===== src/hw/rtl/aabb_signed_distance_normal_top_macros.svh =====
// assertion helpers used by aabb_sdn_back
`ifndef AABB_SIGNED_DISTANCE_NORMAL_TOP_MACROS_SVH
`define AABB_SIGNED_DISTANCE_NORMAL_TOP_MACROS_SVH

// plain property, checked on every edge out of reset
`define AABB_SDN_ASSERT(lbl, clk, rst_n, prop, msg) \
    lbl: assert property (@(posedge clk) disable iff (!rst_n) (prop)) else $error(msg);

// same-cycle implication
`define AABB_SDN_IMPLIES(lbl, clk, rst_n, ante, cons, msg) \
    `AABB_SDN_ASSERT(lbl, clk, rst_n, (ante) |-> (cons), msg)

`endif


===== src/hw/rtl/aabb_sdn_queue.sv =====
// ----------------------------------------------------------------------------
// aabb_sdn_queue
// short register queue between the classifying front and the arithmetic back
// ----------------------------------------------------------------------------
`default_nettype none

module aabb_sdn_queue #(
    parameter int W     = 142,
    parameter int DEPTH = 4
) (
    input  logic         i_clk,
    input  logic         i_rst_n,
    input  logic         i_push,
    output logic         o_full,
    input  logic [W-1:0] i_data,
    output logic         o_empty,
    input  logic         i_pop,
    output logic [W-1:0] o_data
);
    localparam int PW = (DEPTH > 1) ? $clog2(DEPTH) : 1;
    localparam int CW = $clog2(DEPTH + 1);

    logic [W-1:0]  r_mem [DEPTH];
    logic [PW-1:0] r_wp, r_rp;
    logic [CW-1:0] r_cnt;
    logic          wr, rd;

    assign o_full  = r_cnt == CW'(DEPTH);
    assign o_empty = r_cnt == '0;
    assign wr      = i_push && !o_full;
    assign rd      = i_pop && !o_empty;
    assign o_data  = r_mem[r_rp];

    always_ff @(posedge i_clk) begin
        if (!i_rst_n) begin
            r_wp  <= '0;
            r_rp  <= '0;
            r_cnt <= '0;
        end else begin
            if (wr) begin
                r_wp <= (r_wp == PW'(DEPTH - 1)) ? '0 : r_wp + 1'b1;
            end
            if (rd) begin
                r_rp <= (r_rp == PW'(DEPTH - 1)) ? '0 : r_rp + 1'b1;
            end
            r_cnt <= r_cnt + CW'(wr) - CW'(rd);
        end
    end

    always_ff @(posedge i_clk) begin
        if (wr) begin
            r_mem[r_wp] <= i_data;
        end
    end

endmodule

`default_nettype wire


===== config.mk =====
export PLATFORM = sky130hd
export DESIGN_NAME = aabb_sdn_queue
export DESIGN_NICKNAME = d
export VERILOG_FILES = /design/src/hw/rtl/aabb_signed_distance_normal_top_macros.svh /design/src/hw/rtl/aabb_sdn_queue.sv
export SDC_FILE = /design/constraint.sdc
export NUM_CORES = 1
export LEC_CHECK = 0
export ABC_AREA = 1
export BUFFER_PORTS_ARGS = -buffer_cell sky130_fd_sc_hd__clkbuf_2
export CORE_UTILIZATION = 48
export DETAILED_ROUTE_END_ITERATION = 10
export GPL_TIMING_DRIVEN = 0
export PLACE_DENSITY = 0.69
export SLEW_MARGIN = 20
export SYNTH_ARGS = -nofsm -noshare
export SYNTH_HDL_FRONTEND = slang
export SYNTH_SLANG_ARGS = --single-unit

===== constraint.sdc =====
create_clock -name i_clk -period 8.83 [get_ports i_clk]
set_clock_uncertainty 0.1 [all_clocks]
set_input_delay 0.4415 -clock i_clk [delete_from_list [all_inputs] [get_ports i_clk]]
set_output_delay 0.4415 -clock i_clk [all_outputs]
set_load 0.02 [all_outputs]

==> key figures <==
Clock network
  – Clk slew on worst S/H paths: 0.06 ns
  – Root buffer cell: clkbuf_16
  – H-tree levels: 2
  – CTS Buf Count: 57
  – Worst skew pair latency: 0.62 ns
  – CTS tree: yes
  – CTS Buffer Depth: 3
  – Total clock sinks: 577

Drt
  – DR vias: 14.1k
  – Total Wirelength: 53.8 mm
  – Final ANT Viol Nets: 0
  – Iteration-0 DRC Markers: 1,238
  – Drc violations: 0
  – Drt wl/cell: 20.7 µm
  – Vias per inst: 5.42
  – TritonRoute pass-1 iters: 5

Logic synthesis
  – Yosys warning total: 0
  – Ys async rst share: 0%
  – Number of distinct library cells after synthesis: 19
  – Post-synth EDFFs: 568
  – Mean Syn Cell Area: 15.0 µm²
  – Area leader, netlist: edfxtp_1
  – Seq cells post-synth: 577
  – Predominant post-synthesis flop cell: edfxtp_1
  – Cells after Synth: 1,444
  – Sequential fraction of the synthesis area: 79.5%
  – Post-Synthesis Net Count: 1,598
  – Synth top area share: 78.7%
  – Synth top area cells: edfxtp_1 79%, nor2_1 5.1%, o21ai_0 3.7%, o22ai_1 3.0%, o21ai_1 2.8%
  – Cell Area, Synth: 21,700 µm²

Placement
  – Port Buffers: 289
  – Cells after DPL: 2,354
  – Placed cell area: 24,600 µm²
  – Placer congestion estimate: 0.743
  – Final HPWL DP: 33.3 mm

Cells and area
  – Nets@finish: 2,118
  – Layout cells sized above 1: 24.8%
  – Area grow syn2layout: 28.7%
  – Most common cell after layout, fill and taps aside: edfxtp_1
  – Final Non-Filler Cells: 2,605
  – Final instance area: 27,900 µm²
  – Most frequent cells in the layout: 568 x edfxtp_1, 291 x nor2_1, 289 x clkbuf_2, 161 x o21ai_0, 143 x dlygate4sd3_1

Global routing
  – Initial antenna violation count: 5
  – Global Route Usage Sum: 23.2%
  – First-pass GRT wire length: 81.2 mm
  – Global route overflow: 0
  – Vias in the first global route: 14.3k
  – Largest net degree at the start of global routing: 25

Timing
  – Final setup viols: 0
  – Fin. Hold Viols: 0
  – Slew Viols, Final: 0
  – Worst-Margin Slew: 0.750 ns
  – Hold WS: 0.0415 ns
  – Slew headroom: 49.9%
  – RSZ-0062 raised after global routing: no
  – Highest Clock Rate: 313 MHz
  – Minimum clock period: 3.20 ns
  – Fin crit share: 36.2%

Pwr
  – Pwr dens: 305 nW/µm²
  – Tot Pwr: 0.00850 W
  – VDD IR max: 0.213 mV
  – Leakage power: 10.0 nW

Run status
  – Status: finished clean

Worst setup path
  – Req. time, crit path: 8.29 ns
  – Worst-path cell chain: buf_6, buf_6, buf_6, o21ai_0, o22ai_1, clkbuf_2
  – Crit path launch type: register
  – Most frequent CP cell: buf_6
  – Flop2flop setup slack: 5.99 ns
  – Crit Reg-Reg Startpoint: r_cnt[1]$_SDFF_PN0_
  – Crit end category: primary output
  – Max FO, Critical Path: 10
  – Worst EP arrival: 2.65 ns
  – Worst r2r path cells: 8
  – FF-to-FF End: r_mem[1][85]$_DFFE_PP_
  – CP Class: register to primary output
  – Slowest stage delay, CP: 0.50 ns
  – Worst path slowest cell: dfxtp_1

Hold path
  – Worst hold path class: input pin to register
  – HP Start: i_push
  – Hold Path Depth: 3
  – Hold EP: r_wp[1]$_SDFFE_PN0P_

Floorplan
  – Row cnt: 77
  – Die Area: 46,000 µm²
  – Die H: 215 µm
  – Core area: 44,400 µm²
  – Die width: 215 µm
  – Ports: 290
  – Initial Util: 48.8%

Run
  – Max-cap violations: 0
==> synthesized netlist by cell type (7+ instances only) <==
cell	instances
buf_6	12
clkbuf_1	43
nand2_1	14
o21ai_1	123
o22ai_1	103
buf_2	35
dfxtp_1	9
o21ai_0	161
ha_1	7
edfxtp_1	568
nor2_1	295
o22ai_2	39
inv_1	19
==> timing repair <==
item / 4_1_cts / 5_1_grt
hold endpoints to repair: 570 / 0
setup buffers: 0 / 0
gates resized for setup: 0 / 0
hold buffers: 143 / 0
==> worst max-delay path by stage <==
stage / endpoint / startpoint / depth (start not counted) / slack, ns
2_1_floorplan: r_mem[0][0]$_DFFE_PP_ / r_cnt[1]$_SDFF_PN0_ / 4 / 1.53
3_3_place_gp: r_mem[0][85]$_DFFE_PP_ / r_cnt[1]$_SDFF_PN0_ / 4 / -3.35
3_5_place_dp: r_mem[1][85]$_DFFE_PP_ / r_cnt[1]$_SDFF_PN0_ / 8 / 6.01
4_1_cts: o_data[136] / register / 6 / 5.53
5_1_grt: o_data[136] / register / 6 / 5.49
6_report: o_data[136] / register / 6 / 5.63
==> metal layers <==
| metal | GRT usage (%) | up-vias | wire [µm] |
|---|---|---|---|
| met2 | 39.0 | 547 | 26600 |
| met3 | 5.36 | 94 | 4170 |
| met4 | 8.00 | 4 | 1440 |
| li1 | - | 6523 | - |
| met5 | 0 | - | 25 |
| met1 | 29.8 | 6963 | 21600 |
==> final cells by class <==
cell class,instances,area (µm²)
clock inverters,35,382
flip-flops and latches,577,17200
plain buffers,93,494
repair buffers,461,3570
fillers,3236,16500
clock buffers,70,1490
multi-input cells,753,3900
inverters,21,80.1
diodes,3,7.51
well taps,592,741
==> where the power goes <==
part / leakage, nW / switching (W) / total [W] / internal (W)
clock: 0.921 / 0.00100 / 0.00241 / 0.00140
sequential: 5.28 / 0.0000667 / 0.00340 / 0.00334
combinational: 3.81 / 0.00185 / 0.00269 / 0.000847
==> critical path: cells and delay by family (launching register included) <==
family / cells / cell delay [ns]
buffers and inverters: 4 / 0.95
AOI/OAI and AO/OA: 2 / 0.57
DFF: 1 / 0.50
==> per-stage QoR <==
stage / util [%] / worst slack [ns] / setup TNS [ns]
5_1_grt: 62.8 / 5.49 / 0
3_5_place_dp: 55.4 / 6.01 / 0
2_1_floorplan: - / 1.53 / 0
3_3_place_gp: 53.7 / -3.35 / -1841.73
6_report: 62.8 / 5.63 / 0
4_1_cts: 62.8 / 5.53 / 0
==> cells by family (layout without fill, tap and decap cells) <==
logic type                 Yosys count  in the layout  share of synthesized area, %
DFF                                577            577                          79.5
AOI/OAI and AO/OA                  431            431                          11.9
and+or+nand+nor                    314            314                          5.46
buffers and inverters              114            680                          2.65
adders and majority gates            8              8                         0.496
other                                0              3                             0
==> sequential cells by signal, indices dropped and copies added, names as in the netlist, named ones only <==
name and cells:
r_rp 2, r_mem 568, r_wp 2, r_cnt 3
No activity file was read; power rests on OpenSTA's default activity.
