===== src/hw/rtl/aabb_signed_distance_normal_top_macros.svh =====
// assertion helpers used by aabb_sdn_back
`ifndef AABB_SIGNED_DISTANCE_NORMAL_TOP_MACROS_SVH
`define AABB_SIGNED_DISTANCE_NORMAL_TOP_MACROS_SVH

// plain property, checked on every edge out of reset
`define AABB_SDN_ASSERT(lbl, clk, rst_n, prop, msg) \
    lbl: assert property (@(posedge clk) disable iff (!rst_n) (prop)) else $error(msg);

// same-cycle implication
`define AABB_SDN_IMPLIES(lbl, clk, rst_n, ante, cons, msg) \
    `AABB_SDN_ASSERT(lbl, clk, rst_n, (ante) |-> (cons), msg)

`endif


===== src/hw/rtl/aabb_sdn_pkg.sv =====
// ----------------------------------------------------------------------------
// aabb_sdn_pkg
// shared constants, codes and types of the box signed distance block
// ----------------------------------------------------------------------------
`default_nettype none

package aabb_sdn_pkg;

    localparam int COORD_BITS_DEF = 32;
    localparam int FRAC_BITS_DEF  = 16;
    localparam int NORM_W         = 16;
    localparam int NORM_ONE       = 16384;
    localparam int DIV_STEPS      = 15;
    localparam int QUEUE_DEPTH    = 4;
    localparam int CFG_IDX_W      = 3;

    typedef enum logic [2:0] {
        FACE_XLO,
        FACE_XHI,
        FACE_YLO,
        FACE_YHI,
        FACE_ZLO,
        FACE_ZHI
    } t_face;

    typedef enum logic [CFG_IDX_W-1:0] {
        REG_MIN_X,
        REG_MIN_Y,
        REG_MIN_Z,
        REG_MAX_X,
        REG_MAX_Y,
        REG_MAX_Z,
        REG_FLIP
    } t_reg_idx;

    // width of one classified item between front and back
    function automatic int item_w(input int cw);
        return 4 * cw + 14;
    endfunction

endpackage

`default_nettype wire


===== src/hw/rtl/aabb_sdn_front.sv =====
// ----------------------------------------------------------------------------
// aabb_sdn_front
// face clearances and classification (inside, one face, several faces)
// ----------------------------------------------------------------------------
`default_nettype none

module aabb_sdn_front #(
    parameter int COORD_BITS = 32
) (
    input  logic                         i_clk,
    input  logic                         i_rst_n,
    input  logic                         i_push,
    output logic                         o_full,
    input  logic signed [COORD_BITS-1:0] i_point [3],
    input  logic        [COORD_BITS-2:0] i_radius,
    input  logic signed [COORD_BITS-1:0] i_box_min [3],
    input  logic signed [COORD_BITS-1:0] i_box_max [3],
    input  logic                         i_flip,
    output logic                         o_q_push,
    output logic [aabb_sdn_pkg::item_w(COORD_BITS)-1:0] o_q_data,
    input  logic                         i_q_full
);
    import aabb_sdn_pkg::*;

    localparam int AW = COORD_BITS + 1;
    localparam int XW = COORD_BITS + 2;

    typedef struct packed {
        logic                  flip;
        logic                  multi;
        logic                  in_box;
        t_face                 face;
        logic signed [XW-1:0]  csel;
        logic [2:0]            neg;
        logic [2:0][AW-1:0]    ax;
    } t_item;

    logic                 fe;
    logic                 r_v1, r_v2;
    logic signed [XW-1:0] r_c [6];
    logic signed [XW-1:0] n_c [6];
    t_item                r_item, n_item;

    logic [5:0]           viol;
    logic [2:0]           cnt;
    logic [2:0]           last;
    logic [2:0]           i01, i23, i45, i03, imin, fsel;
    logic signed [XW-1:0] c01, c23, c03;
    logic signed [XW-1:0] negc;

    assign fe       = !r_v2 || !i_q_full;
    assign o_full   = !fe;
    assign o_q_push = r_v2 && !i_q_full;
    assign o_q_data = r_item;

    always_comb begin
        for (int k = 0; k < 3; k++) begin
            n_c[2*k]   = XW'(i_point[k]) - $signed({3'b000, i_radius}) - XW'(i_box_min[k]);
            n_c[2*k+1] = XW'(i_box_max[k]) - XW'(i_point[k]) - $signed({3'b000, i_radius});
        end
    end

    always_comb begin
        cnt  = '0;
        last = '0;
        for (int i = 0; i < 6; i++) begin
            viol[i] = r_c[i][XW-1];
            cnt     = cnt + {2'b00, viol[i]};
            if (viol[i]) begin
                last = 3'(i);
            end
        end
        // smallest clearance, ties to the later face
        i01  = (r_c[1] <= r_c[0]) ? 3'd1 : 3'd0;
        c01  = (r_c[1] <= r_c[0]) ? r_c[1] : r_c[0];
        i23  = (r_c[3] <= r_c[2]) ? 3'd3 : 3'd2;
        c23  = (r_c[3] <= r_c[2]) ? r_c[3] : r_c[2];
        i45  = (r_c[5] <= r_c[4]) ? 3'd5 : 3'd4;
        i03  = (c23 <= c01) ? i23 : i01;
        c03  = (c23 <= c01) ? c23 : c01;
        imin = (r_c[i45] <= c03) ? i45 : i03;
        fsel = (cnt == 3'd0) ? imin : last;

        n_item.flip   = i_flip;
        n_item.multi  = cnt > 3'd1;
        n_item.in_box = cnt == 3'd0;
        n_item.face   = t_face'(fsel);
        n_item.csel   = r_c[fsel];
        for (int k = 0; k < 3; k++) begin
            n_item.neg[k] = viol[2*k];
            if (viol[2*k]) begin
                negc = -r_c[2*k];
            end else if (viol[2*k+1]) begin
                negc = -r_c[2*k+1];
            end else begin
                negc = '0;
            end
            n_item.ax[k] = negc[AW-1:0];
        end
    end

    always_ff @(posedge i_clk) begin
        if (!i_rst_n) begin
            r_v1 <= 1'b0;
            r_v2 <= 1'b0;
        end else if (fe) begin
            r_v1 <= i_push;
            r_v2 <= r_v1;
        end
    end

    always_ff @(posedge i_clk) begin
        if (fe) begin
            r_c    <= n_c;
            r_item <= n_item;
        end
    end

endmodule

`default_nettype wire


===== config.mk =====
export PLATFORM = sky130hd
export DESIGN_NAME = aabb_sdn_front
export DESIGN_NICKNAME = d
export VERILOG_FILES = /design/src/hw/rtl/aabb_signed_distance_normal_top_macros.svh /design/src/hw/rtl/aabb_sdn_pkg.sv /design/src/hw/rtl/aabb_sdn_front.sv
export SDC_FILE = /design/constraint.sdc
export NUM_CORES = 2
export LEC_CHECK = 0
export ABC_AREA = 0
export BUFFER_PORTS_ARGS = -buffer_cell sky130_fd_sc_hd__buf_4
export CAP_MARGIN = 25
export CORE_MARGIN = 3
export CORE_UTILIZATION = 65
export CTS_CLUSTER_DIAMETER = 30
export DETAILED_ROUTE_END_ITERATION = 7
export GPL_TIMING_DRIVEN = 0
export PLACE_DENSITY_LB_ADDON = 0.05
export SLEW_MARGIN = 10
export SYNTH_ARGS = -nofsm -noshare
export SYNTH_HDL_FRONTEND = slang
export SYNTH_SLANG_ARGS = --single-unit

===== constraint.sdc =====
create_clock -name i_clk -period 23.1 [get_ports i_clk]
set_input_delay 4.62 -clock i_clk [delete_from_list [all_inputs] [get_ports i_clk]]
set_output_delay 4.62 -clock i_clk [all_outputs]
set_load 0.05 [all_outputs]

==> impl_results.md <==
- CP Launch Type: flop
- Final setup vio count: 0
- Row count: 86
- Wire length per cell: 22.80 um
- Dpl cell area: 40,970 um^2
- DIE HEIGHT: 242.5 um
- Max incr delay on CP: 0.60 ns
- Hold_buf cts: 0
- Top delay family on crit path: buffers and inverters
- Fmax: 0.08175 GHz
- Final Wtd Congestion: 1.002
- Clock transition at path regs: 0.05 ns
- HP Class: flop to flop
- Critical path type: flop to flop
- Overall routed net length: 117.9 mm
- Ys Warns: 0
- Clock latency on the worst-skew pair: 0.63 ns
- Synthesis-to-finish area growth: 19.66%
- Max transition margin: 26.47%
- Syn Area/Cell: 9.545 um^2
- Synth Register Bits: 348
- Storage cell area: 10,430 um^2
- Crit path time final: 12.23 ns
- Max Slew Vio Count: 0
- Total GRT Usage: 39.14%
- Dpl cells: 5,032
- Distinct cell type count after synthesis: 86
- Core area: 55,200 um^2
- Worst slack at placement: 11.20 ns
- Lkg Pwr: 19.49 nW
- Final hold vios: 0
- DP HPWL: 95.29 mm
- Pwr dens: 158.0 nW/um^2
- Post-synth EDFFs: 346
- Initial core utilization: 65.88%
- Antenna violations before repair: 8
- Clk sinks: 348
- First-pass GRT wire length: 176.7 mm
- ANT nets after route: 0
- Worst-Margin Slew: 1.096 ns
- GRT overflow: 0
- Max-cap violation count: 0
- Die Area: 58,820 um^2
- Num CTS Buffers: 74
- Seq/Total Area, Yosys: 28.68%
- Die width: 242.5 um
- Buf+Inv Stages, Crit Path: 8
- Vias per inst: 6.312
- Max IR drop VDD: 0.09639 mV
- Syn nets: 4,718
- I/O Pins: 468
- Unrepaired setup endpoints after global routing: false
- Mapped Area: 36,360 um^2
- Fin worst setup slack: 10.87 ns
- Worst Path Arrival: 12.67 ns
- Fill cells: 3,742
- Clk_skew: 0.02600 ns
- CP required: 23.54 ns
- Routed vias: 32.64k
- Vias in the first global route: 31.80k
- Critical Path Fanout Max: 12
- CTS Root Cell: clkbuf_16
- Resized cells post-CTS: 0
- Final instance area: 43,510 um^2
- First-pass iteration count of the detailed router: 6
- H-tree Lvls: 3
- Ys async rst share: 0%
- Port Buffers: 467
- CTS tree: built
- Clk buf depth: 3
- Main synth FF type: edfxtp_1
- Final Cycle Share: 52.95%
- Multi-input logic area: 24,040 um^2
- Postcts setup bufs: 0
- Final std cells w/o fill: 5,170
- Synth Instances: 3,810
- Result of the run: finished clean
- Cell repeated most along the worst path: clkbuf_1
- Final nets: 5,268
- Pin count of the biggest net entering global routing: 71
- Worst Setup End Kind: flop
- Layout cells sized above 1: 16.77%
- Hold slack: 0.4653 ns
- 1st-iter DRT viols: 3,624
- Crit-path slowest cell: nor4bb_1
- Drt drc: 0
- Final TNS setup: 0 ns
[power breakdown]
group          switching [W]  internal, W  total, W  leakage, nW
registers           0.000343      0.00112   0.00146         3.72
clock network       0.000385     0.000694   0.00108         1.23
logic                0.00271      0.00163   0.00433         14.5
[worst register-to-register path, delay by kind of cell, from the launching register on]
kind / cells / cell delay, ns
muxes: 3 / 1.01
DFF: 1 / 0.48
AOI/OAI and AO/OA: 12 / 2.90
buffers and inverters: 8 / 3.98
and+or+nand+nor: 10 / 2.61
adders and majority gates: 3 / 1.09
[routing by layer]
metal	global-route usage, %	share of wire [%]	routed length (um)	up-vias
met3	6.198	9.8	11610	331
li1	-	-	-	14823
met2	62.74	45	53540	1888
met4	17.84	4.9	5820	10
met1	52.59	40	46810	15583
met5	0	0.072	85	-
[state kept, by name, indices dropped and copies added, names as in the netlist]
signal,cells
n_item,3
o_q_data,142
r_c,201
r_v1,1
r_v2,1
[cell type report]
cell class / instances / share of cell area [%]
multi-input combinational: 2971 / 55.25
sequential: 348 / 23.97
timing repair buffer: 474 / 8.419
clock buffer: 86 / 4.555
inverter: 405 / 3.494
tap: 748 / 2.151
clock inverter: 49 / 1.271
buffer: 86 / 0.8741
antenna: 3 / 0.01725
[kinds of logic (layout without fill, tap and decap cells)]
kind of cell,Yosys count,count (layout),synth area share (%)
AO/OA/AOI/OAI,831,831,14.47
multiplexers,204,204,6.025
other,0,3,0
XOR/XNOR,316,316,7.611
buffers and inverters,491,1100,5.226
flip-flops,348,348,28.68
AND/OR/NAND/NOR,1036,1036,13.99
adder cells (fa/ha/maj),584,584,24.00
[cells in the mapped netlist (11+ instances only)]
master | n | area (um^2)
o21bai_1 | 25 | 187.7
or4_1 | 20 | 150.1
a21boi_0 | 11 | 82.58
nand4_1 | 50 | 312.8
a21o_1 | 99 | 743.2
nor4_1 | 46 | 287.8
a32o_1 | 11 | 110.1
edfxtp_1 | 346 | 10390
mux2_2 | 98 | 1104
a31oi_1 | 28 | 175.2
mux2i_1 | 85 | 850.8
a22o_1 | 15 | 131.4
ha_1 | 395 | 4942
a21oi_1 | 211 | 1056
o211ai_1 | 49 | 367.9
nor2b_1 | 38 | 237.7
nand3_1 | 91 | 455.4
xor2_1 | 68 | 595.6
clkbuf_1 | 72 | 270.3
nand2b_1 | 31 | 193.9
or2_2 | 14 | 87.58
nor3_1 | 94 | 470.5
xnor2_1 | 248 | 2172
and3_1 | 29 | 181.4
mux2_1 | 21 | 236.5
or3_1 | 29 | 181.4
and4_1 | 16 | 140.1
fa_1 | 189 | 3784
a211oi_1 | 19 | 142.6
nor2_1 | 190 | 713.2
inv_1 | 404 | 1516
o21ai_0 | 227 | 1136
o21a_1 | 37 | 277.8
nand2_1 | 341 | 1280
[placed cells by master, fill, tap and decap left out, drive strengths merged, types with 91 or more instances in the layout]
cell,n
buf,488
inv,420
ha,395
edfxtp,346
nand2,341
xnor2,248
o21ai,232
a21oi,212
nor2,191
fa,189
clkbuf,158
mux2,119
a21o,99
nor3,96
nand3,91
[through the flow]
stage	power [W]	utilization, %
after global routing	0.007247	78.82
after detailed placement	0.005638	74.22
after CTS	0.006759	78.82
after global placement	0.005549	73.92
final	0.006875	78.83
after floorplan	0.004290	-
[path summary, 6_finish.rpt]
kind | startpoint | to | slack, ns | cells past startpoint
max | n_item[100] | o_q_data[131] | 10.87 | 36
min | r_v1 | r_v1 | 0.47 | 2
max reg2reg | n_item[100] | o_q_data[131] | 10.87 | 36
min reg2reg | r_v1 | r_v1 | 0.47 | 2
Note: power is estimated with default switching activity, not from simulation.
